**config.mk**
```make
export PLATFORM = sky130hd
export DESIGN_NAME = aarm_div_cell
export DESIGN_NICKNAME = d
export VERILOG_FILES = /design/src/design/aarm_pkg.sv /design/src/design/aarm_div_cell.sv
export SDC_FILE = /design/constraint.sdc
export NUM_CORES = 1
export LEC_CHECK = 0
export BUFFER_PORTS_ARGS = -buffer_cell sky130_fd_sc_hd__buf_2
export CORE_ASPECT_RATIO = 0.7
export CORE_MARGIN = 4
export CORE_UTILIZATION = 49
export CTS_CLUSTER_SIZE = 20
export DETAILED_ROUTE_END_ITERATION = 6
export GPL_ROUTABILITY_DRIVEN = 1
export PLACE_DENSITY = 0.8
export SETUP_SLACK_MARGIN = 0.5
export SLEW_MARGIN = 20
export SYNTH_ARGS = -nofsm -noshare
export SYNTH_HDL_FRONTEND = slang
export SYNTH_SLANG_ARGS = --single-unit
```
**constraint.sdc**
```tcl
create_clock -name clk -period 2.7 [get_ports clk]
set_clock_uncertainty 0.2 [all_clocks]
set_input_delay 0.54 -clock clk [delete_from_list [all_inputs] [get_ports clk]]
set_output_delay 0.54 -clock clk [all_outputs]
set_load 0.05 [all_outputs]
```
**src/design/aarm_pkg.sv**
```systemverilog
package aarm_pkg;

	localparam int unsigned TW         = 16;
	localparam int unsigned CFG_W      = 13;
	localparam int unsigned IN_W       = 3 * TW;
	localparam int unsigned RW         = 16;
	localparam int unsigned OUT_W      = 9 * RW;
	localparam int unsigned SUM_W      = 32;
	localparam int unsigned ROOT_W     = 16;
	localparam int unsigned SQ_REM_W   = SUM_W;
	localparam int unsigned SQ_CAND_W  = 34;
	localparam int unsigned DIV_REM_W  = 30;
	localparam int unsigned DIV_CMP_W  = 32;
	localparam int unsigned Q_W        = 16;
	localparam int unsigned U_W        = 16;
	localparam int unsigned ANG_W      = 35;
	localparam int unsigned Z_W        = 33;
	localparam int unsigned XY_W       = 34;
	localparam int unsigned S_W        = 18;
	localparam int unsigned OMC_W      = 19;
	localparam int unsigned ATAN_N     = 30;
	localparam int unsigned CORDIC_STEPS_DEF = 16;

	localparam logic [CFG_W-1:0] LIMIT_RST = CFG_W'(8);
	localparam logic [Q_W-1:0]   ONE_Q14   = Q_W'(16384);

	localparam logic signed [ANG_W-1:0] PI_Q30      = 35'sd3373259426;
	localparam logic signed [ANG_W-1:0] TWO_PI_Q30  = 35'sd6746518852;
	localparam logic signed [ANG_W-1:0] HALF_PI_Q30 = 35'sd1686629713;
	localparam logic signed [XY_W-1:0]  CORDIC_GAIN = 34'sh026DD3B6A;

	typedef struct packed {
		logic [SQ_REM_W-1:0]  rem;
		logic [ROOT_W-1:0]    root;
		logic [2:0][TW-1:0]   th;
	} sq_t;

	typedef struct packed {
		logic [2:0][DIV_REM_W-1:0] rem;
		logic [2:0][Q_W-1:0]       q;
		logic [2:0]                neg;
		logic [ROOT_W-1:0]         phi;
		logic                      ident;
		logic                      flip;
		logic signed [Z_W-1:0]     z;
	} dv_t;

	typedef struct packed {
		logic signed [XY_W-1:0] x;
		logic signed [XY_W-1:0] y;
		logic signed [Z_W-1:0]  z;
		logic [2:0][U_W-1:0]    u;
		logic                   ident;
		logic                   flip;
	} cd_t;

	// floor(atan(2^-i) * 2^30)
	function automatic logic signed [Z_W-1:0] atan_q30(input int unsigned idx);
		logic [31:0] v;
		unique case (idx)
			0:  v = 32'h3243F6A8;
			1:  v = 32'h1DAC6705;
			2:  v = 32'h0FADBAFC;
			3:  v = 32'h07F56EA6;
			4:  v = 32'h03FEAB76;
			5:  v = 32'h01FFD55B;
			6:  v = 32'h00FFFAAA;
			7:  v = 32'h007FFF55;
			8:  v = 32'h003FFFEA;
			9:  v = 32'h001FFFFD;
			10: v = 32'h000FFFFF;
			11: v = 32'h0007FFFF;
			12: v = 32'h0003FFFF;
			13: v = 32'h0001FFFF;
			14: v = 32'h0000FFFF;
			15: v = 32'h00007FFF;
			16: v = 32'h00003FFF;
			17: v = 32'h00001FFF;
			18: v = 32'h00000FFF;
			19: v = 32'h000007FF;
			20: v = 32'h000003FF;
			21: v = 32'h000001FF;
			22: v = 32'h000000FF;
			23: v = 32'h0000007F;
			24: v = 32'h0000003F;
			25: v = 32'h0000001F;
			26: v = 32'h0000000F;
			27: v = 32'h00000007;
			28: v = 32'h00000003;
			29: v = 32'h00000001;
			default: v = 32'h0;
		endcase
		return $signed({1'b0, v});
	endfunction

endpackage

```
**src/design/aarm_div_cell.sv**
```systemverilog
module aarm_div_cell #(
	parameter int unsigned BIT = 0
) (
	input  logic          clk,
	input  logic          arst_n,
	input  logic          en,
	input  logic          in_valid,
	input  aarm_pkg::dv_t in_d,
	output logic          out_valid,
	output aarm_pkg::dv_t out_d
);
	import aarm_pkg::*;

	logic [DIV_CMP_W-1:0] dsh;
	dv_t                  nxt;

	// one quotient bit for all three lanes
	always_comb begin
		dsh = DIV_CMP_W'(in_d.phi) << BIT;
		nxt = in_d;
		for (int l = 0; l < 3; l++) begin
			if ({{(DIV_CMP_W - DIV_REM_W){1'b0}}, in_d.rem[l]} >= dsh) begin
				nxt.rem[l] = in_d.rem[l] - dsh[DIV_REM_W-1:0];
				nxt.q[l]   = in_d.q[l] | (Q_W'(1) << BIT);
			end
		end
	end

	always_ff @(posedge clk or negedge arst_n) begin
		if (!arst_n) begin
			out_valid <= 1'b0;
		end else if (en) begin
			out_valid <= in_valid;
		end
	end

	always_ff @(posedge clk) begin
		if (en) begin
			out_d <= nxt;
		end
	end

endmodule

```
==> results.md <==
Run status:
- The run finished, with violations left.
- The final reports fail on negative setup slack.

Global routing:
- The global-route wire length before repair is 59750 um.
- In the global route stage, met1 resource usage came out at a little under half.
- For this run, the total global-route usage over all layers was measured as 35.42%.
- The global-route track usage on met2 is 58.70%.
- The global routing stage identified its most utilized layer as met2.
- For this run, global-route usage on met3 was measured as about 8.3%.
- The initial antenna violation count is 4.
- Entering global routing, the biggest net connects 57 pins.
- The total congestion overflow is 0.
- The number of global-route vias before repair is 9983.

Hold path:
- In this run the most critical hold path is launched from in_d[34].
- The worst hold-check path type is in -> reg.
- The worst hold path endpoint is out_d[34]$_DFFE_PP_.
- Counting instances, the worst hold path has a depth of 1.

Clock tree:
- The H-tree was split into 4 levels.
- TritonCTS built the clock tree.
- At the later pin of the worst-skew pair, clock insertion delay measures ~0.44 ns.
- After clock tree synthesis, the clock-pin slew on the worst setup and hold paths is 0.09 ns.
- The maximum count of clock buffers along a single path is 2.
- The root buffer cell is sky130_fd_sc_hd__clkbuf_16.
- The number of clock buffers added by TritonCTS is 17.
- The total number of clock tree sinks is ~190.

Cells and area:
- The final cell area excluding filler cells is 16600 um^2.
- The layout overhead on the synthesized area is 70.26%.
- The layout has around 850 filler cells.
- The most common library cell in the layout ignoring fill and taps is sky130_fd_sc_hd__buf_2.
- In the final design database the tool counted 1699 nets.
- Leaving out fill and tap cells, the most frequent cells in the layout are 376 x sky130_fd_sc_hd__buf_2, 220 x sky130_fd_sc_hd__buf_4, 192 x sky130_fd_sc_hd__edfxtp_1.
- Summing all flip-flop and latch instances after layout gives 5791 um^2.
- The final instance count without filler cells is 1734.
- The share of cells above drive strength 1 is 62.87%.
- The core occupancy in the finished layout is 86.29%.
- In the final layout, the multi-input gates occupy 5190 um^2.

Power:
- The maximum vdd ir drop is 0.4487 mV.
- Power spread over the standard cell area amounts to 593.6 nW/um^2.
- In this run the static leakage power is 0.007073 uW.
- Summing internal, switching and leakage power gives 9853 uW.

Critical path:
- The slowest stage of the critical path is the sky130_fd_sc_hd__a2111oi_4 cell.
- The element type at the critical path start is an input pin.
- The launching point of the worst reg2reg path is out_valid$_DFFE_PN0P_.
- Data arrives at the worst endpoint at 3.33 ns.
- The kind of capture point of the worst setup path is a register.
- The cell class contributing the biggest share of worst-path delay is compound AO/OA/AOI/OAI gates.
- The capture point of the worst reg-to-reg path is out_valid$_DFFE_PN0P_.
- Together, buffers and inverters on the worst path number 5.
- The reg-to-reg setup timing slack is 1.76 ns.
- The critical path goes through buf_8, clkinvlp_4, buf_12, ha_4, buf_6, nand2b_4, a21oi_4, a211oi_4, o22ai_4, and2b_2, a2111oi_4, buf_4, nand3_2, xnor2_1.
- The worst reg-to-reg path cell count is 1.
- The critical path is of the in -> reg type.
- The peak fanout along the critical path is 4.
- In this design, the stage delay of the slowest critical-path cell is 0.49 ns.
- Data on the critical path is required at its endpoint by 2.76 ns.

Synth:
- The post-synthesis compound-gate area fraction is 11.74%.
- The number of warnings reported in the yosys synthesis log is 0.
- In the synthesized netlist, the number of instances is 785.
- The dominant register cell in the synthesized netlist is sky130_fd_sc_hd__edfxtp_1.
- Measured against the total synthesized area, the mux share comes to 0.4492%.
- A synthesized cell averages 12.42 um^2.
- In this run the biggest area consumer among cell types represents 59.15% of the synthesized area.
- Sequential elements use 59.40% of the synthesized area.
- The area fraction in and, or, nand and nor cells after synthesis is 12.84%.
- The arithmetic-cell share of the synthesized area counting full adders, half adders and majority gates is ~6.8%.
- When the netlist entered floorplanning its net count stood at about 1000.
- The area share of xor/xnor cells in the synthesized design is between 6 and 7%.
- The combined area of all synthesized cells is around 10000 um^2.
- The dominant combinational cell family by area after synthesis is simple AND/OR/NAND/NOR gates.
- The number of distinct library cells after synthesis is 66.
- The top cell type by total area after synthesis is sky130_fd_sc_hd__edfxtp_1.
- The share of flip-flops with an asynchronous set or reset after synthesis is 0.5181%.
- The synthesized design contains 192 enable-type register cells.
- Sorting the synthesized cells by area gives the leading types as sky130_fd_sc_hd__edfxtp_1 59%, sky130_fd_sc_hd__ha_1 6.2%, sky130_fd_sc_hd__xnor2_1 3.9%.
- The synthesized design contains 193 register bits.

Floorplan:
- The die is 176.6 um wide.
- The number of top-level design ports is 389.
- For this configuration, the core starts out at a cell density of 50.68%.
- The total die area is 22250 um^2.
- The cell row count is 42.
- The total core area is a little under 20000 um^2.
- The vertical extent of the die is about 130 um.

Timing:
- After layout, the minimum clock period comes to 3.276 ns.
- The total setup violations reported at the end of the flow is 87.
- The maximum clock frequency is 0.3052 GHz.
- The final-report hold violation count came to 0.
- The share of the clock period used by the worst path is 121.3%.
- Measured against its own limit, the worst slew margin works out to 55.00%.
- Once routing completed, OpenROAD measured the worst setup slack at -0.5761 ns.
- Setup repair after global routing could not meet its margin everywhere.
- The worst-margin pin slew is 0.6680 ns.
- The number of slew-limit violations in the final report is 0.

Routing:
- The first-pass detailed-route iteration total is 6.
- The residual antenna-violating net count after detailed routing is 0.
- In the routed design, unresolved DRC markers number 0.
- The number of vias after detailed routing is 10740.
- After detailed routing, the average wire length per cell comes to 27.16 um.
- The final routed wirelength across all metal layers is 47100 um.
- Dividing the detail-routed via count by the number of cells gives a little over 6.
- The number of DRC violations after detailed-routing iteration 0 is 1731.

Placed design:
- The routability congestion estimate is slightly below 1.
- The total instance count after detailed placement is 1628.
- The area after detailed placement is approximately 14000 um^2.
- Port buffering added 388 buffers.
- The wire-length estimate of the detail-placed layout is approximately 27000 um.

Job:
- Max-cap violations in this run came to 0.
==> layer usage <==
| layer | part of all wire (%) | wire, um |
|---|---|---|
| met5 | 0 | 0 |
| met3 | 13 | 5944 |
| met1 | 34 | 15950 |
| met2 | 46 | 21800 |
| met4 | 7.2 | 3407 |
==> metrics by stage <==
stage          setup WS (ns)  hold WS (ns)  setup TNS [ns]
6_report             -0.5761       0.05736          -16.41
3_5_place_dp         -0.6992        0.1176          -47.94
3_3_place_gp         -0.6003        0.1150          -42.39
2_1_floorplan        -0.3658       0.04441          -11.51
5_1_grt              -0.5260       0.04676          -18.15
4_1_cts              -0.1518       0.05250          -3.445
==> cells by family after synthesis <==
logic type / after synthesis
and+or+nand+nor: 240
buffers and inverters: 47
adders and majority gates: 51
xor gates and xnor gates: 73
muxes: 4
DFF: 193
AOI/OAI and AO/OA: 177
==> power by group <==
part / internal, uW / leakage [uW] / switching (uW) / total, uW
sequential: 3660 / 0.00189 / 97.9 / 3760
combinational: 1190 / 0.00489 / 2290 / 3480
clock: 1260 / 0.000290 / 1360 / 2620
==> layout make-up <==
cell class	count	area share [%]
Clock buffer	17	2.563
Multi-Input combinational cell	545	31.27
Antenna cell	5	0.07539
Tap cell	264	1.990
Clock inverter	15	1.101
Inverter	30	1.010
Sequential cell	193	34.89
Timing Repair Buffer	665	27.10
==> cell usage after synthesis (all sizes together) (2+ instances only) <==
cell type	instances
a31oi	4
nor4bb	2
o41ai	3
nand4b	2
or4	5
and3	5
a211oi	7
nor4	8
o21ai	46
mux2	3
nor2	74
nand4	9
o21a	9
o22ai	2
nor2b	8
nor4b	3
nand2	47
and2	4
and4	3
or3b	3
inv	30
xor2	30
a21o	21
or3	14
nand3b	4
clkbuf	6
buf	11
edfxtp	192
a2111oi	3
o31ai	3
a21oi	52
xnor2	43
o211ai	4
nand2b	11
o21bai	7
ha	48
o31a	8
a311oi	2
fa	3
nor3	16
a31o	2
nand3	18
==> how the worst max path moves through the flow <==
stage,depth (start not counted),to,startpoint
6_report,14,out_d[159]$_DFFE_PP_,in_d[37]
5_1_grt,14,out_d[159]$_DFFE_PP_,in_d[37]
4_1_cts,11,out_d[121]$_DFFE_PP_,in_d[50]
3_5_place_dp,12,out_d[125]$_DFFE_PP_,in_d[43]
3_3_place_gp,11,out_d[121]$_DFFE_PP_,in_d[50]
2_1_floorplan,10,out_d[159]$_DFFE_PP_,in_d[43]
==> flip-flops by register name (all words and copies together) (netlist names) <==
register	count
out_valid	1
out_d	192
==> repair_timing <==
| item | CTS | global route |
|---|---|---|
| setup buffers | 42 | 21 |
| pin swaps | 64 | 54 |
| gates resized for setup | 198 | 85 |
| hold buffers | 1 | 0 |
| endpoints found under the hold margin | 1 | 0 |
| endpoints found under the setup margin | 93 | 93 |
| gates cloned | 5 | 0 |
(Power assumes the default switching activity.)
