[src/design/aarm_pkg.sv]
package aarm_pkg;

	localparam int unsigned TW         = 16;
	localparam int unsigned CFG_W      = 13;
	localparam int unsigned IN_W       = 3 * TW;
	localparam int unsigned RW         = 16;
	localparam int unsigned OUT_W      = 9 * RW;
	localparam int unsigned SUM_W      = 32;
	localparam int unsigned ROOT_W     = 16;
	localparam int unsigned SQ_REM_W   = SUM_W;
	localparam int unsigned SQ_CAND_W  = 34;
	localparam int unsigned DIV_REM_W  = 30;
	localparam int unsigned DIV_CMP_W  = 32;
	localparam int unsigned Q_W        = 16;
	localparam int unsigned U_W        = 16;
	localparam int unsigned ANG_W      = 35;
	localparam int unsigned Z_W        = 33;
	localparam int unsigned XY_W       = 34;
	localparam int unsigned S_W        = 18;
	localparam int unsigned OMC_W      = 19;
	localparam int unsigned ATAN_N     = 30;
	localparam int unsigned CORDIC_STEPS_DEF = 16;

	localparam logic [CFG_W-1:0] LIMIT_RST = CFG_W'(8);
	localparam logic [Q_W-1:0]   ONE_Q14   = Q_W'(16384);

	localparam logic signed [ANG_W-1:0] PI_Q30      = 35'sd3373259426;
	localparam logic signed [ANG_W-1:0] TWO_PI_Q30  = 35'sd6746518852;
	localparam logic signed [ANG_W-1:0] HALF_PI_Q30 = 35'sd1686629713;
	localparam logic signed [XY_W-1:0]  CORDIC_GAIN = 34'sh026DD3B6A;

	typedef struct packed {
		logic [SQ_REM_W-1:0]  rem;
		logic [ROOT_W-1:0]    root;
		logic [2:0][TW-1:0]   th;
	} sq_t;

	typedef struct packed {
		logic [2:0][DIV_REM_W-1:0] rem;
		logic [2:0][Q_W-1:0]       q;
		logic [2:0]                neg;
		logic [ROOT_W-1:0]         phi;
		logic                      ident;
		logic                      flip;
		logic signed [Z_W-1:0]     z;
	} dv_t;

	typedef struct packed {
		logic signed [XY_W-1:0] x;
		logic signed [XY_W-1:0] y;
		logic signed [Z_W-1:0]  z;
		logic [2:0][U_W-1:0]    u;
		logic                   ident;
		logic                   flip;
	} cd_t;

	// floor(atan(2^-i) * 2^30)
	function automatic logic signed [Z_W-1:0] atan_q30(input int unsigned idx);
		logic [31:0] v;
		unique case (idx)
			0:  v = 32'h3243F6A8;
			1:  v = 32'h1DAC6705;
			2:  v = 32'h0FADBAFC;
			3:  v = 32'h07F56EA6;
			4:  v = 32'h03FEAB76;
			5:  v = 32'h01FFD55B;
			6:  v = 32'h00FFFAAA;
			7:  v = 32'h007FFF55;
			8:  v = 32'h003FFFEA;
			9:  v = 32'h001FFFFD;
			10: v = 32'h000FFFFF;
			11: v = 32'h0007FFFF;
			12: v = 32'h0003FFFF;
			13: v = 32'h0001FFFF;
			14: v = 32'h0000FFFF;
			15: v = 32'h00007FFF;
			16: v = 32'h00003FFF;
			17: v = 32'h00001FFF;
			18: v = 32'h00000FFF;
			19: v = 32'h000007FF;
			20: v = 32'h000003FF;
			21: v = 32'h000001FF;
			22: v = 32'h000000FF;
			23: v = 32'h0000007F;
			24: v = 32'h0000003F;
			25: v = 32'h0000001F;
			26: v = 32'h0000000F;
			27: v = 32'h00000007;
			28: v = 32'h00000003;
			29: v = 32'h00000001;
			default: v = 32'h0;
		endcase
		return $signed({1'b0, v});
	endfunction

endpackage

[src/design/aarm_cordic_cell.sv]
module aarm_cordic_cell #(
	parameter int unsigned STEP = 0
) (
	input  logic          clk,
	input  logic          arst_n,
	input  logic          en,
	input  logic          in_valid,
	input  aarm_pkg::cd_t in_d,
	output logic          out_valid,
	output aarm_pkg::cd_t out_d
);
	import aarm_pkg::*;

	logic signed [XY_W-1:0] dx;
	logic signed [XY_W-1:0] dy;
	logic signed [Z_W-1:0]  at;
	cd_t                    nxt;

	// rotation mode micro-rotation, arithmetic shifts floor
	always_comb begin
		dx  = in_d.y >>> STEP;
		dy  = in_d.x >>> STEP;
		at  = atan_q30(STEP);
		nxt = in_d;
		if (!in_d.z[Z_W-1]) begin
			nxt.x = in_d.x - dx;
			nxt.y = in_d.y + dy;
			nxt.z = in_d.z - at;
		end else begin
			nxt.x = in_d.x + dx;
			nxt.y = in_d.y - dy;
			nxt.z = in_d.z + at;
		end
	end

	always_ff @(posedge clk or negedge arst_n) begin
		if (!arst_n) begin
			out_valid <= 1'b0;
		end else if (en) begin
			out_valid <= in_valid;
		end
	end

	always_ff @(posedge clk) begin
		if (en) begin
			out_d <= nxt;
		end
	end

endmodule

[config.mk]
export PLATFORM = sky130hd
export DESIGN_NAME = aarm_cordic_cell
export DESIGN_NICKNAME = d
export VERILOG_FILES = /design/src/design/aarm_pkg.sv /design/src/design/aarm_cordic_cell.sv
export SDC_FILE = /design/constraint.sdc
export NUM_CORES = 1
export LEC_CHECK = 0
export BUFFER_PORTS_ARGS = -buffer_cell sky130_fd_sc_hd__buf_2
export CAP_MARGIN = 30
export CORE_MARGIN = 10
export CORE_UTILIZATION = 39
export DETAILED_ROUTE_END_ITERATION = 16
export GPL_TIMING_DRIVEN = 1
export MAX_ROUTING_LAYER = met4
export PLACE_DENSITY = 0.67
export SLEW_MARGIN = 5
export SYNTH_ARGS = -nofsm -noshare
export SYNTH_HDL_FRONTEND = slang
export SYNTH_SLANG_ARGS = --single-unit
export TNS_END_PERCENT = 20
[constraint.sdc]
create_clock -name clk -period 0.9 [get_ports clk]
set_clock_uncertainty 0.05 [all_clocks]
set_input_delay 0.18 -clock clk [delete_from_list [all_inputs] [get_ports clk]]
set_output_delay 0.18 -clock clk [all_outputs]
set_load 0.05 [all_outputs]
==> impl_summary.md <==
Route
The first detailed-routing pass ran for 6 iterations. The wire length after detailed routing is 51.9 mm. For this run, design rule violations remaining after detail routing come to 0. Once detail routing completed, the nets flagged for antenna violations numbered 0. Dividing the detail-routed via count by the number of cells gives 5.38. The mean routed wirelength per cell is 21.4 um. The total via count after detailed routing is 13100. The initial DRC count is 1051.

Floorplanning
The number of core rows is 63. The die extent in y is 193 um. In this run the standard cell core region covers 29600 um2. The width of the chip is 193 um. The area of the die is 37400 um2. For this design the top-level I/O count stands at 307. Once the floorplan was initialized, standard cells occupied 39.6% of the core.

Setup path
The critical path class is in -> reg. The flop-to-flop setup slack is 0.09 ns. The largest individual stage delay along the critical path comes from the cell sky130_fd_sc_hd__or3_4. Along the worst path, the maximum fanout reaches 5. Data on the critical path arrives at its endpoint at 2.59 ns.

The stage delay of the slowest cell on the critical path is 0.34 ns. Data on the critical path is required at its endpoint by 1.04 ns. STA classifies the critical path endpoint as a flop.

Walking the worst path, the cells encountered are buf_16 > inv_12 > buf_4 > ha_4 > a21o_1 > nand4_1 > a31oi_4 > and3_4 > or3_4 > a311o_1 > a21oi_2 > nor2_1 > o31a_1. In this run the critical register-to-register path is captured at out_valid. STA classifies the critical path startpoint as an input port.

In this run the critical register-to-register path is launched from out_valid. Grouping stages by cell kind, the critical path spends the most delay in compound AO/OA/AOI/OAI gates. For the worst flop-to-flop path, the logic depth is 1.

Counting both buffers and inverters, the worst setup path holds a total of 3.

STA
In the post-route analysis, the smallest setup slack over all paths is -1.54 ns. After layout, the worst path uses 272% of the clock period. Setup violations remaining at the end of the flow were counted as 245. The slew at the pin closest to its max-slew limit is 0.750 ns. Setup repair after global routing could not meet its margin everywhere. Based on the critical path, the design can be clocked at up to 409 MHz.

The number of max-slew violations in the final report is 0. In this run the tightest slew margin relative to its limit is 50.0%. The number of hold-slack violations in the final timing report is 0. Setup total negative slack on the finished layout was measured at -154.36 ns.

The post-layout minimum cycle time is 2.44 ns.

Yosys
The cell taking the most area after synthesis is sky130_fd_sc_hd__edfxtp_1. A synthesized cell averages 9.63 um2. In the synthesized netlist the dominant register cell turns out to be sky130_fd_sc_hd__edfxtp_1.

The count of distinct cell types in the synthesized netlist is 78. The share of synthesized cell area in full adder, half adder and majority cells is 14.2%. The sequential share of the synthesized area is 38.6%. By area the synthesized netlist is led by sky130_fd_sc_hd__edfxtp_1 38%, sky130_fd_sc_hd__ha_1 14%, sky130_fd_sc_hd__a21oi_1 5.9%.

Synthesis handed over a netlist of 1218 instances. The fraction of the mapped netlist area in simple logic gates is 10.5%. The portion of netlist area occupied by mux cells is 1.97%. Synthesis inferred 151 register bits. The combinational family with the most area after synthesis is compound AO/OA/AOI/OAI gates. The warning count from the yosys run is 0.

The fraction of synthesized cell area taken by the top area cell type is 38.4%. The xor-xnor portion of the synthesized cell area is 6.72%. The fraction of synthesis flops using an asynchronous set or reset pin is 0.662%. The synthesized netlist devotes 22.7% of its cell area to compound gates. The total standard cell area after synthesis is 11700 um2. Counting every net in the synthesized netlist gives 1504.

The number of flops mapped to enable cells by yosys is 150.

Hold path
In this run the most critical hold path is launched from in_d[53]. Along the worst hold path, the cell count comes to 2. The terminating pin of the worst hold path is out_d[54]. The worst hold-check path type is in -> reg.

Placed design
The area of placed instances is 16900 um2. In this run the tool buffered the top-level ports with 306 buffer cells. The final weighted congestion of routability-driven global placement is 0.979. The detailed-placement wirelength estimate is 37.2 mm.

Power and ir drop
The total power after layout is 33.6 mW. The analysis attributes to cell leakage a power of 9.54 nW. The power per standard cell area is 1570 nW/um2. The worst-case IR drop observed on VDD is 1.43 mV.

Clock tree
The clock net in this run drives a total of 151 sinks. The root buffer selected by CTS is sky130_fd_sc_hd__clkbuf_16. The clock tree synthesis step divided the H-tree into 4 levels. For the worst-skew pair, the clock arrives at the later sink with an insertion delay of 0.44 ns. The clock tree from TritonCTS is built. The total CTS buffers is 17. The clock transition at the registers of the reported paths is 0.08 ns.

The longest clock path from root to sink contains 2 buffers.

Global routing
The number of global-route vias before repair is 13500. Global routing used 26.2% of the available tracks across all layers. The first global-routing pass estimated 76.3 mm of wire.

The initial antenna violation count is 2. The largest net degree at the start of global routing is 54. Global routing finished with a remaining overflow of 0.

Run
The tool flagged a number of max-cap violations equal to 0.

Status
The run finished, with violations left. The checks that failed: setup timing.

Final layout
The layout net count is 2307. The library cell used most frequently in the layout, excluding fill and tap cells, is sky130_fd_sc_hd__buf_4. In the final layout, the share of cells above drive strength 1 is 52.4%. In the layout the commonest cells are 430 x sky130_fd_sc_hd__buf_4, 176 x sky130_fd_sc_hd__buf_6, 150 x sky130_fd_sc_hd__edfxtp_1. From synthesis to final layout, the design area changed by 82.0%. The finished layout cell area is 21400 um2. The utilization after layout is 72.1%.
-- Yosys cell counts, types with 3 or more instances --
master and instances:
sky130_fd_sc_hd__o211ai_1 13, sky130_fd_sc_hd__and3_1 9, sky130_fd_sc_hd__xnor2_1 73, sky130_fd_sc_hd__nor2b_1 16, sky130_fd_sc_hd__nor2_1 99, sky130_fd_sc_hd__and2_1 3
sky130_fd_sc_hd__a31oi_1 8, sky130_fd_sc_hd__a21o_1 36, sky130_fd_sc_hd__nand2b_1 9, sky130_fd_sc_hd__nand2_1 49, sky130_fd_sc_hd__o221ai_1 5, sky130_fd_sc_hd__o21a_1 11
sky130_fd_sc_hd__nand4_1 14, sky130_fd_sc_hd__inv_1 106, sky130_fd_sc_hd__nand3_1 10, sky130_fd_sc_hd__clkinv_1 3, sky130_fd_sc_hd__or4_1 4, sky130_fd_sc_hd__o31a_1 7
sky130_fd_sc_hd__fa_1 4, sky130_fd_sc_hd__buf_1 6, sky130_fd_sc_hd__o21ai_0 69, sky130_fd_sc_hd__nor4_1 3, sky130_fd_sc_hd__a21boi_0 4, sky130_fd_sc_hd__buf_2 14
sky130_fd_sc_hd__clkbuf_1 24, sky130_fd_sc_hd__or2_2 4, sky130_fd_sc_hd__edfxtp_1 150, sky130_fd_sc_hd__o21bai_1 29, sky130_fd_sc_hd__o31ai_1 9, sky130_fd_sc_hd__a211oi_1 18
sky130_fd_sc_hd__o22ai_1 3, sky130_fd_sc_hd__a221oi_1 6, sky130_fd_sc_hd__o2111ai_1 4, sky130_fd_sc_hd__or3_1 12, sky130_fd_sc_hd__a31o_2 3, sky130_fd_sc_hd__mux2i_1 22
sky130_fd_sc_hd__ha_1 127, sky130_fd_sc_hd__o21ai_1 9, sky130_fd_sc_hd__o2bb2ai_1 4, sky130_fd_sc_hd__nor3_1 13, sky130_fd_sc_hd__a21oi_1 139, sky130_fd_sc_hd__xor2_1 17
-- kinds of logic after synthesis --
family | after synthesis
AOI/OAI and AO/OA | 409
xor gates and xnor gates | 90
adders and majority gates | 131
buffers and inverters | 158
DFF | 151
muxes | 23
and+or+nand+nor | 256
-- per-stage QoR --
step	hold slack [ns]	setup slack [ns]	std cells
finish	0.0537	-1.54	2428
global route	0.0579	-1.58	2426
CTS	0.0711	-1.53	2393
detailed placement	-0.0937	-2.19	2264
global placement	-0.0944	-2.12	2264
floorplan	-0.166	-1.80	1218
-- registers in the layout, indices dropped and copies added (netlist names) --
| name | count |
|---|---|
| out_d | 150 |
| out_valid | 1 |
-- worst max path at each step --
stage | start | endpoint | cells past startpoint
floorplan | in_d[82] | out_d[81] | 13
global placement | in_d[84] | out_d[112] | 14
detailed placement | in_d[117] | out_d[149] | 12
CTS | in_d[83] | out_d[145] | 13
global route | in_d[82] | out_d[76] | 13
finish | in_d[82] | out_d[76] | 13
-- area by class of cell --
cell class / count / area, um2
Fill cell: 2034 / 8280
Multi-Input combinational cell: 909 / 8280
Timing Repair Buffer: 831 / 6980
Sequential cell: 151 / 4530
Tap cell: 390 / 488
Inverter: 111 / 442
Clock buffer: 17 / 425
Clock inverter: 15 / 199
Antenna cell: 4 / 10.0
-- routing by layer --
| metal | GRT usage, % | vias to the layer above | part of all wire (%) | wire (um) |
|---|---|---|---|---|
| met5 | - | - | 0 | 0 |
| met4 | 12.8 | 0 | 4.9 | 2520 |
| met3 | 4.46 | 134 | 6.1 | 3150 |
| met2 | 44.8 | 564 | 50 | 26000 |
| met1 | 29.0 | 6286 | 39 | 20200 |
| li1 | - | 6068 | - | - |
-- power by group --
group          internal (mW)  total [mW]  leakage (nW)  switching (mW)
clock network           3.82        7.58         0.303            3.76
registers               9.02        9.61          1.48           0.585
logic                   7.18        16.4          7.76            9.25
-- timing repair --
action                                  4_1_cts  5_1_grt
endpoints found under the hold margin        55        0
pin swaps                                   112       87
resized for setup                           541      110
cloned                                        1        1
hold buffers                                 56        0
endpoints found under the setup margin      246      245
buffers inserted                             43       36
No activity file was read; power rests on OpenSTA's default activity.
