## config.mk

```make
export PLATFORM = sky130hd
export DESIGN_NAME = aarm_sqrt_cell
export DESIGN_NICKNAME = d
export VERILOG_FILES = /design/src/design/aarm_pkg.sv /design/src/design/aarm_sqrt_cell.sv
export SDC_FILE = /design/constraint.sdc
export NUM_CORES = 1
export LEC_CHECK = 0
export ABC_CLOCK_PERIOD_IN_PS = 950
export BUFFER_PORTS_ARGS = -buffer_cell sky130_fd_sc_hd__buf_4
export CAP_MARGIN = 0
export CORE_MARGIN = 4
export CORE_UTILIZATION = 43
export CTS_CLUSTER_SIZE = 16
export DETAILED_ROUTE_END_ITERATION = 10
export GPL_TIMING_DRIVEN = 0
export HOLD_SLACK_MARGIN = 0.08
export PLACE_DENSITY = 0.81
export SYNTH_ARGS = -nofsm -noshare
export SYNTH_HDL_FRONTEND = slang
export SYNTH_SLANG_ARGS = --single-unit
```

## constraint.sdc

```tcl
create_clock -name clk -period 0.95 [get_ports clk]
set_clock_uncertainty 0.2 [all_clocks]
set_input_delay 0.19 -clock clk [delete_from_list [all_inputs] [get_ports clk]]
set_output_delay 0.19 -clock clk [all_outputs]
set_load 0.02 [all_outputs]
```

## src/design/aarm_pkg.sv

```systemverilog
package aarm_pkg;

	localparam int unsigned TW         = 16;
	localparam int unsigned CFG_W      = 13;
	localparam int unsigned IN_W       = 3 * TW;
	localparam int unsigned RW         = 16;
	localparam int unsigned OUT_W      = 9 * RW;
	localparam int unsigned SUM_W      = 32;
	localparam int unsigned ROOT_W     = 16;
	localparam int unsigned SQ_REM_W   = SUM_W;
	localparam int unsigned SQ_CAND_W  = 34;
	localparam int unsigned DIV_REM_W  = 30;
	localparam int unsigned DIV_CMP_W  = 32;
	localparam int unsigned Q_W        = 16;
	localparam int unsigned U_W        = 16;
	localparam int unsigned ANG_W      = 35;
	localparam int unsigned Z_W        = 33;
	localparam int unsigned XY_W       = 34;
	localparam int unsigned S_W        = 18;
	localparam int unsigned OMC_W      = 19;
	localparam int unsigned ATAN_N     = 30;
	localparam int unsigned CORDIC_STEPS_DEF = 16;

	localparam logic [CFG_W-1:0] LIMIT_RST = CFG_W'(8);
	localparam logic [Q_W-1:0]   ONE_Q14   = Q_W'(16384);

	localparam logic signed [ANG_W-1:0] PI_Q30      = 35'sd3373259426;
	localparam logic signed [ANG_W-1:0] TWO_PI_Q30  = 35'sd6746518852;
	localparam logic signed [ANG_W-1:0] HALF_PI_Q30 = 35'sd1686629713;
	localparam logic signed [XY_W-1:0]  CORDIC_GAIN = 34'sh026DD3B6A;

	typedef struct packed {
		logic [SQ_REM_W-1:0]  rem;
		logic [ROOT_W-1:0]    root;
		logic [2:0][TW-1:0]   th;
	} sq_t;

	typedef struct packed {
		logic [2:0][DIV_REM_W-1:0] rem;
		logic [2:0][Q_W-1:0]       q;
		logic [2:0]                neg;
		logic [ROOT_W-1:0]         phi;
		logic                      ident;
		logic                      flip;
		logic signed [Z_W-1:0]     z;
	} dv_t;

	typedef struct packed {
		logic signed [XY_W-1:0] x;
		logic signed [XY_W-1:0] y;
		logic signed [Z_W-1:0]  z;
		logic [2:0][U_W-1:0]    u;
		logic                   ident;
		logic                   flip;
	} cd_t;

	// floor(atan(2^-i) * 2^30)
	function automatic logic signed [Z_W-1:0] atan_q30(input int unsigned idx);
		logic [31:0] v;
		unique case (idx)
			0:  v = 32'h3243F6A8;
			1:  v = 32'h1DAC6705;
			2:  v = 32'h0FADBAFC;
			3:  v = 32'h07F56EA6;
			4:  v = 32'h03FEAB76;
			5:  v = 32'h01FFD55B;
			6:  v = 32'h00FFFAAA;
			7:  v = 32'h007FFF55;
			8:  v = 32'h003FFFEA;
			9:  v = 32'h001FFFFD;
			10: v = 32'h000FFFFF;
			11: v = 32'h0007FFFF;
			12: v = 32'h0003FFFF;
			13: v = 32'h0001FFFF;
			14: v = 32'h0000FFFF;
			15: v = 32'h00007FFF;
			16: v = 32'h00003FFF;
			17: v = 32'h00001FFF;
			18: v = 32'h00000FFF;
			19: v = 32'h000007FF;
			20: v = 32'h000003FF;
			21: v = 32'h000001FF;
			22: v = 32'h000000FF;
			23: v = 32'h0000007F;
			24: v = 32'h0000003F;
			25: v = 32'h0000001F;
			26: v = 32'h0000000F;
			27: v = 32'h00000007;
			28: v = 32'h00000003;
			29: v = 32'h00000001;
			default: v = 32'h0;
		endcase
		return $signed({1'b0, v});
	endfunction

endpackage

```

## src/design/aarm_sqrt_cell.sv

```systemverilog
module aarm_sqrt_cell #(
	parameter int unsigned BIT = 0
) (
	input  logic          clk,
	input  logic          arst_n,
	input  logic          en,
	input  logic          in_valid,
	input  aarm_pkg::sq_t in_d,
	output logic          out_valid,
	output aarm_pkg::sq_t out_d
);
	import aarm_pkg::*;

	logic [SQ_CAND_W-1:0] cand;
	sq_t                  nxt;

	// try root bit BIT: rem holds S - root^2
	always_comb begin
		cand = (SQ_CAND_W'(in_d.root) << (BIT + 1)) | (SQ_CAND_W'(1) << (2 * BIT));
		nxt  = in_d;
		if ({{(SQ_CAND_W - SQ_REM_W){1'b0}}, in_d.rem} >= cand) begin
			nxt.rem  = in_d.rem - cand[SQ_REM_W-1:0];
			nxt.root = in_d.root | (ROOT_W'(1) << BIT);
		end
	end

	always_ff @(posedge clk or negedge arst_n) begin
		if (!arst_n) begin
			out_valid <= 1'b0;
		end else if (en) begin
			out_valid <= in_valid;
		end
	end

	always_ff @(posedge clk) begin
		if (en) begin
			out_d <= nxt;
		end
	end

endmodule

```

==> results of run 1 <==
-- power by group --
part	switching, mW	internal, mW	total [mW]
combinational	1.79	1.86	3.65
sequential	0.219	5.19	5.41
clock	1.70	1.09	2.79
-- cell usage in the layout (no fill, tap or decap), drive strengths merged, types with 10 or more instances in the layout --
cell type    synthesis  routed
clkbuf               6      13
dlygate4sd3          0      60
inv                 19      20
edfxtp              96      96
nor2                14      14
nand2               27      27
xor2                22      22
ha                  17      17
a21oi               20      20
nor4                10      10
buf                  4     242
o21ai               26      26
-- worst max-delay path by stage --
stage | to | startpoint | cells past startpoint | slack, ns
detailed placement | out_d[83]$_DFFE_PP_ | in_d[56] | 10 | -1.93
floorplan | out_d[94]$_DFFE_PP_ | in_d[84] | 8 | -1.47
global route | out_d[88]$_DFFE_PP_ | in_d[54] | 13 | -1.43
CTS | out_d[93]$_DFFE_PP_ | in_d[85] | 10 | -1.32
global placement | out_d[83]$_DFFE_PP_ | in_d[56] | 10 | -1.97
finish | out_d[88]$_DFFE_PP_ | in_d[53] | 13 | -1.36
-- per-stage QoR --
step	setup slack (ns)	TNS, ns	util (%)
6_report	-1.36	-76.33	84.2
5_1_grt	-1.43	-81.64	84.2
4_1_cts	-1.32	-77.11	77.2
3_5_place_dp	-1.93	-130.00	62.3
3_3_place_gp	-1.97	-128.80	62.3
2_1_floorplan	-1.47	-46.09	-
-- cells by family (layout without fill, tap and decap cells) --
kind of cell / count (synthesis) / after routing
flip-flops: 97 / 97
AND/OR/NAND/NOR: 86 / 86
AO/OA/AOI/OAI: 65 / 65
XOR/XNOR: 30 / 30
buffers and inverters: 29 / 344
adder cells (fa/ha/maj): 18 / 18
multiplexers: 2 / 2
-- metal layers --
layer | vias up | global-route usage (%) | wire (µm)
met3 | 65 | 4.70 | 1410
li1 | 1840 | - | -
met5 | - | 0 | 0
met2 | 269 | 44.0 | 9350
met1 | 2044 | 25.5 | 6360
met4 | 0 | 8.10 | 754
-- timing repair --
action,CTS,global route
pin swaps,17,41
setup endpoints to repair,227,136
endpoints found under the hold margin,107,43
gates resized for setup,123,108
setup buffers,11,31
gates cloned,0,2
-- registers in the layout, summed over array words and instances, names as in the netlist --
signal     flops
out_valid      1
out_d         96
-- final cells by class --
cell class | count | share of cell area (%)
well taps | 133 | 1.98
clock inverters | 6 | 0.746
repair buffers | 303 | 35.4
plain buffers | 6 | 1.01
inverters | 19 | 0.910
clock buffers | 10 | 1.64
multi-input cells | 201 | 23.6
flip-flops and latches | 97 | 34.7
==> results.ini, run 1 <==
[outcome]
status=finished with violations
violations=hold timing, setup timing

[synthesis]
synth_top_family_by_area=simple AND/OR/NAND/NOR gates
synthMuxAreaShare_pct=0.505
synth_cells=327
synth-xor-area-share_pct=5.89
yosysWarnings=0
synth_compound_area_share_pct=9.42
netlist_top_cells_count=96 x edfxtp_1, 26 x nand2_1, 22 x xor2_1
avgSynthCellArea_um2=13.6
synth_most_common_cell=edfxtp_1
ys_ff_latch=97
synth_edf_count=96
yosysTopAreaCellShare_pct=64.6
yosys.area_share.simple_pct=10.8
ys_async_sr_fraction_pct=1.03
syn_nets=445
ys_types=50
synth_area_leaders=edfxtp_1 65%, ha_1 4.8%, xor2_1 4.3%, nand2_1 2.2%, a21oi_1 2.0%
synth_area_um2=4460
synth_fa_ha_area_share_pct=5.22
seq_area_frac_synth_pct=65.2
synth-main-ff-cell=edfxtp_1
yosys.area.top_type=edfxtp_1

[detailed_routing]
drt-total-wl_mm=17.9
drtPass1Iterations=5
drtAntennaViolNets=0
drc_errors=0
wl_per_cell_um=23.1
drt_iter0_markers=373
vias=4218
via_per_inst=5.44

[timing]
fmax_mhz=434
layout_min_cycle_time_ns=2.31
setup_viol=145
layout_setup_ws_ns=-1.36
hold_viol=33
hold_slack_ns=-0.136
drv_slew=0
slew_headroom_pct=64.9
rsz0062_at_grt=true
worstMarginPinSlew_ns=0.527
finalCritPeriodShare_pct=243

[min_path]
hold_class=in -> reg
hold_depth=2
min_from=in_valid
hold_end=out_valid$_DFFE_PN0P_

[placed_design]
io_buffers=196
place_area_um2=6210
placed_cells=656
dp.final_hpwl_mm=8.98
routabilityCongestion=0.819

[cells_and_area]
antenna_cells=0
fin_cells=775
num-nets-final=755
register_area_um2=2910
design_area_um2=8390
synthToLayoutAreaGrowth_pct=88.0
multiInputGateArea_um2=1980
drive_above_1_share_pct=55.6
fillers=418

[critical_path]
r2r_end=out_valid$_DFFE_PN0P_
crit_buf_inv=5
crit_fanout=6
required_ns=0.87
r2r_cells=1
crit_chain=buf_8, inv_4, ha_4, buf_8, nand4_1, buf_4, nor4_4, a31oi_4, nand2_4, o21ai_4, buf_12, nor4_4, xor2_1
r2r_start=out_valid$_DFFE_PN0P_
cp_top_family=simple AND/OR/NAND/NOR gates
worst-endpoint-arrival_ns=2.22
cpPeakStageDelay_ns=0.36
path_class=in -> reg
start_kind=input port
crit_slowest_cell=nor4_4
cp-end-kind=register
rrSetupSlack_ns=-0.05

[clock_tree]
clock_path_buffers=2
h-tree-depth=3
numCtsBuffers=9
cts_sinks=97
cts_tree=built
cts_root_buffer=clkbuf_8
worstSkewPairLatency_ns=0.37
ctsHoldBuffers=65
path_clk_slew_ns=0.11

[global_routing]
antenna_found_initial=0
grt_pass1_wl_mm=21.0
grt_max_degree=98
grt.total_usage_pct=23.2
grt_pass1_vias=4009
grt-ovfl-total=0

[pwr]
p_leak_nw=3.45
ir_worst_vdd_uv=824
total_power_mw=11.9
power_density_nw_per_um2=1410

[flow_run]
drv_cap=0

[floorplan]
ioPinCount=197
die_w_um=110
core_um2=9950
initial_core_util_pct=44.8
fp.dieH_um=110
rows=36
dieArea_um2=12100

Note: power is estimated with default switching activity, not from simulation.
==> run 2: changes to the inputs <==
Settings changed: ABC_AREA set to 0, CAP_MARGIN 0 to 20, SKIP_LAST_GASP set to 1.
==> results.ini, run 2 (synthesized netlist as in run 1, its figures left out) <==
[timing]
drv_slew=0  ; unchanged
fmax_mhz=434  ; about the same
rsz0062_at_grt=true
worstMarginPinSlew_ns=0.529  ; +0.00163 ns
setup_viol=141  ; -2.8%
layout_min_cycle_time_ns=2.31  ; +0.0000100 ns
hold_viol=32  ; -3.0%
layout_setup_ws_ns=-1.36  ; -0.0000100 ns
finalCritPeriodShare_pct=243  ; about the same
tns_ns=-77.06  ; -0.726 ns
slew_headroom_pct=64.8  ; -0.11 points
hold_slack_ns=-0.150  ; -0.0135 ns

[detailed_routing]
wl_per_cell_um=23.0  ; -0.42%
drt_iter0_markers=371  ; -0.54%
vias=4227  ; +0.21%
drt-total-wl_mm=17.8  ; -0.29%
drc_errors=0  ; unchanged
via_per_inst=5.45  ; about the same
drtAntennaViolNets=0  ; unchanged
drtPass1Iterations=5  ; unchanged

[critical_path]
cp-end-kind=register
r2r_cells=1  ; unchanged
rrSetupSlack_ns=-0.05  ; about the same
worst-endpoint-arrival_ns=2.22  ; about the same
crit_chain=buf_8, inv_4, ha_4, buf_8, nand4_1, buf_4, nor4_4, a31oi_4, nand2_4, o21ai_4, buf_12, buf_4, nor4_4, xor2_1
r2r_end=out_valid$_DFFE_PN0P_
crit_slowest_cell=nor4_4
crit_fanout=6  ; unchanged
crit_buf_inv=6  ; +1
path_class=in -> reg
r2r_start=out_valid$_DFFE_PN0P_
required_ns=0.86  ; about the same
start_kind=input port
cp_top_family=simple AND/OR/NAND/NOR gates
cpPeakStageDelay_ns=0.33  ; -0.03 ns

[placed_design]
io_buffers=196  ; unchanged
routabilityCongestion=0.819  ; unchanged
placed_cells=656  ; unchanged
dp.final_hpwl_mm=8.98  ; unchanged
place_area_um2=6210  ; unchanged
pre_cts_ws_ns=-1.93  ; unchanged

[floorplan]
fp.dieH_um=110  ; unchanged
rows=36  ; unchanged
die_w_um=110  ; unchanged
dieArea_um2=12100  ; unchanged
ioPinCount=197  ; unchanged
initial_core_util_pct=44.8  ; unchanged
core_um2=9950  ; unchanged

[pwr]
total_power_mw=11.8  ; -0.43%
ir_worst_vdd_uv=1050  ; +27%
power_density_nw_per_um2=1410  ; -0.15%
p_leak_nw=3.45  ; -0.15%

[clock_tree]
path_clk_slew_ns=0.13  ; +0.02 ns
h-tree-depth=3  ; unchanged
numCtsBuffers=9  ; unchanged
ctsHoldBuffers=65  ; unchanged
worstSkewPairLatency_ns=0.38  ; about the same
clock_path_buffers=2  ; unchanged
cts_tree=built
cts_sinks=97  ; unchanged
cts_root_buffer=clkbuf_8

[global_routing]
grt.total_usage_pct=23.2  ; unchanged
grt_max_degree=98  ; unchanged
grt_pass1_wl_mm=21.0  ; unchanged
grt_pass1_vias=4009  ; unchanged
antenna_found_initial=0  ; unchanged
grt-ovfl-total=0  ; unchanged

[flow_run]
drv_cap=0  ; unchanged

[min_path]
hold_end=out_valid$_DFFE_PN0P_
hold_class=in -> reg
min_from=in_valid
hold_depth=2  ; unchanged

[cells_and_area]
layout_common_cells=122 x buf_4, 109 x buf_6, 96 x edfxtp_1
synthToLayoutAreaGrowth_pct=87.5
final_common_cell=buf_4
antenna_cells=0  ; unchanged
design_area_um2=8360  ; -0.28%
fin_util_pct=84.0  ; -0.24 points
fillers=431  ; +3.1%
num-nets-final=756  ; +0.13%
top_regs=out_d x96, out_valid x1
drive_above_1_share_pct=55.4  ; -0.24 points
largest_reg_flops=96  ; unchanged
fin_cells=776  ; +0.13%
largest_register=out_d

[outcome]
violations=hold timing, setup timing
status=finished with violations

run 2: cell types whose count changed in the layout (fill, tap and decap cells not counted), sizes merged:
cell | before | now
clkbuf | 13 | 14
run 2: power breakdown:
group / leakage [nW] / switching (mW) / internal (mW) / total, mW
clock network: 0.101 / 1.69 / 1.09 / 2.78
registers: 0.951 / 0.221 / 5.19 / 5.42
logic: 2.40 / 1.77 / 1.84 / 3.61
run 2: layout make-up:
| cell class | count | area, µm² | share of cell area, % |
|---|---|---|---|
| multi-input cells | 201 | 1940 | 23.2 |
| clock inverters | 6 | 62.6 | 0.748 |
| clock buffers | 10 | 138 | 1.65 |
| repair buffers | 304 | 2980 | 35.7 |
| flip-flops and latches | 97 | 2910 | 34.8 |
| plain buffers | 6 | 85.1 | 1.02 |
| well taps | 133 | 166 | 1.99 |
| inverters | 19 | 76.3 | 0.913 |
run 2: worst max-delay path by stage:
stage	start	end	depth (start not counted)
finish	in_d[53]	out_d[84]$_DFFE_PP_	14
global route	in_d[54]	out_d[88]$_DFFE_PP_	13
CTS	in_d[85]	out_d[93]$_DFFE_PP_	10
detailed placement	in_d[56]	out_d[83]$_DFFE_PP_	10
global placement	in_d[56]	out_d[83]$_DFFE_PP_	10
floorplan	in_d[84]	out_d[94]$_DFFE_PP_	8
run 2: metal layers:
layer	share of wire [%]	GRT usage, %	vias up
met5	0	0	-
met4	3.7	8.10	0
met3	7.8	4.70	57
met2	52	44.0	267
met1	36	25.5	2057
li1	-	-	1846
run 2: what timing repair did:
item	CTS	global route
endpoints found under the setup margin	227	136
hold endpoints to repair	107	43
gates resized for setup	121	102
gates cloned	0	3
setup buffers	11	31
pin swaps	17	41
==> run 3: changes to the inputs <==
Settings changed: CTS_CLUSTER_DIAMETER set to 50, RECOVER_POWER set to 25.
==> results.ini, run 3 (synthesized netlist as in run 1, its figures left out) <==
[flow_run]
drv_cap=0  ; unchanged

[min_path]
min_from=in_valid
hold_end=out_valid$_DFFE_PN0P_
hold_class=in -> reg
hold_depth=2  ; unchanged

[clock_tree]
cts_root_buffer=clkbuf_8
worstSkewPairLatency_ns=0.38  ; about the same
cts_sinks=97  ; unchanged
clock_path_buffers=2  ; unchanged
path_clk_slew_ns=0.13  ; about the same
cts_tree=built
h-tree-depth=3  ; unchanged
ctsHoldBuffers=65  ; unchanged
numCtsBuffers=9  ; unchanged

[floorplan]
rows=36  ; unchanged
initial_core_util_pct=44.8  ; unchanged
core_um2=9950  ; unchanged
dieArea_um2=12100  ; unchanged
die_w_um=110  ; unchanged
fp.dieH_um=110  ; unchanged
ioPinCount=197  ; unchanged

[placed_design]
pre_cts_ws_ns=-1.93  ; unchanged
placed_cells=656  ; unchanged
io_buffers=196  ; unchanged
dp.final_hpwl_mm=8.98  ; unchanged
routabilityCongestion=0.819  ; unchanged

[critical_path]
worst-endpoint-arrival_ns=2.22  ; about the same
path_class=in -> reg
required_ns=0.86  ; about the same
cp-end-kind=register
r2r_end=out_valid$_DFFE_PN0P_
crit_fanout=6  ; unchanged
rrSetupSlack_ns=-0.05  ; about the same
start_kind=input port
r2r_cells=1  ; unchanged
r2r_start=out_valid$_DFFE_PN0P_

[global_routing]
grt_pass1_vias=4009  ; unchanged
antenna_found_initial=0  ; unchanged
grt.busiest_layer=met2
grt_util_met1_pct=25.5  ; unchanged
met2_usage_pct=44.0  ; unchanged
grt_use_met3_pct=4.70  ; unchanged
grt.total_usage_pct=23.2  ; unchanged
grt-ovfl-total=0  ; unchanged
grt_max_degree=98  ; unchanged
grt_pass1_wl_mm=21.0  ; unchanged

[timing]
worstMarginPinSlew_ns=0.534  ; +0.00521 ns
finalCritPeriodShare_pct=243  ; about the same
tns_ns=-76.89  ; +0.164 ns
hold_viol=31  ; -3.1%
hold_slack_ns=-0.150  ; -0.000236 ns
rsz0062_at_grt=true
layout_min_cycle_time_ns=2.30  ; -0.00195 ns
setup_viol=141  ; unchanged
fmax_mhz=434  ; about the same
layout_setup_ws_ns=-1.35  ; +0.00195 ns
slew_headroom_pct=64.4  ; -0.35 points
drv_slew=0  ; unchanged

[cells_and_area]
top_regs=out_d x96, out_valid x1
register_area_um2=2910  ; unchanged
drive_above_1_share_pct=55.4  ; unchanged
largest_reg_flops=96  ; unchanged
synthToLayoutAreaGrowth_pct=87.3  ; about the same
layout_common_cells=119 x buf_4, 109 x buf_6, 96 x edfxtp_1
fillers=433  ; +0.46%
antenna_cells=0  ; unchanged
fin_cells=776  ; unchanged
largest_register=out_d
num-nets-final=756  ; unchanged
final_common_cell=buf_4
multiInputGateArea_um2=1940  ; unchanged

[detailed_routing]
drt_iter0_markers=361  ; -2.7%
drt-total-wl_mm=17.8  ; -0.34%
drtPass1Iterations=5  ; unchanged
via_per_inst=5.43  ; -0.24%
drtAntennaViolNets=0  ; unchanged
drc_errors=0  ; unchanged
vias=4217  ; -0.24%
wl_per_cell_um=22.9  ; -0.34%

[outcome]
violations=hold timing, setup timing
status=finished with violations

[pwr]
power_density_nw_per_um2=1410  ; about the same
ir_worst_vdd_uv=1050  ; +0.44%
total_power_mw=11.8  ; about the same
p_leak_nw=3.43  ; -0.56%

-- run 3: layout make-up --
class,count,area share [%]
Tap cell,133,1.99
Inverter,19,0.913
Timing Repair Buffer,304,35.6
Clock inverter,6,0.749
Clock buffer,10,1.65
Buffer,6,1.02
Multi-Input combinational cell,201,23.2
Sequential cell,97,34.8
-- run 3: worst max path at each step --
stage	from	endpoint	slack [ns]	depth (start not counted)
finish	in_d[53]	out_d[84]$_DFFE_PP_	-1.35	14
global route	in_d[54]	out_d[88]$_DFFE_PP_	-1.39	13
CTS	in_d[85]	out_d[93]$_DFFE_PP_	-1.32	10
detailed placement	in_d[56]	out_d[83]$_DFFE_PP_	-1.93	10
global placement	in_d[56]	out_d[83]$_DFFE_PP_	-1.97	10
floorplan	in_d[84]	out_d[94]$_DFFE_PP_	-1.47	8
-- run 3: per-layer routing --
layer | up-vias | share of wire (%) | routed length, µm
li1 | 1845 | - | -
met1 | 2065 | 36 | 6420
met2 | 252 | 53 | 9340
met3 | 55 | 7.5 | 1330
met4 | 0 | 3.8 | 671
met5 | - | 0 | 0
-- run 3: worst max-delay path: stages --
cell and delay (ns):
buf_8 0.08, inv_4 0.03, ha_4 0.25, buf_8 0.10, nand4_1 0.12, buf_4 0.18
nor4_4 0.33, a31oi_4 0.16, nand2_4 0.16, o21ai_4 0.08, buf_12 0.15, buf_4 0.14
nor4_4 0.15, xor2_1 0.11
-- run 3: power by group --
group          switching, mW  internal (mW)  leakage (nW)
registers              0.222           5.19         0.951
clock network           1.69           1.09         0.101
logic                   1.76           1.84          2.38
-- run 3: through the flow --
stage	util [%]	area [µm²]
after global routing	83.9	8360
after CTS	77.1	7680
after floorplan	-	4570
after detailed placement	62.3	6210
after global placement	62.3	6210
final	83.9	8360
-- run 3: what timing repair did --
item	CTS	global route
setup endpoints to repair	227	136
resized for setup	121	102
buffers inserted	11	31
cloned	0	3
pin swaps	17	41
endpoints found under the hold margin	107	43
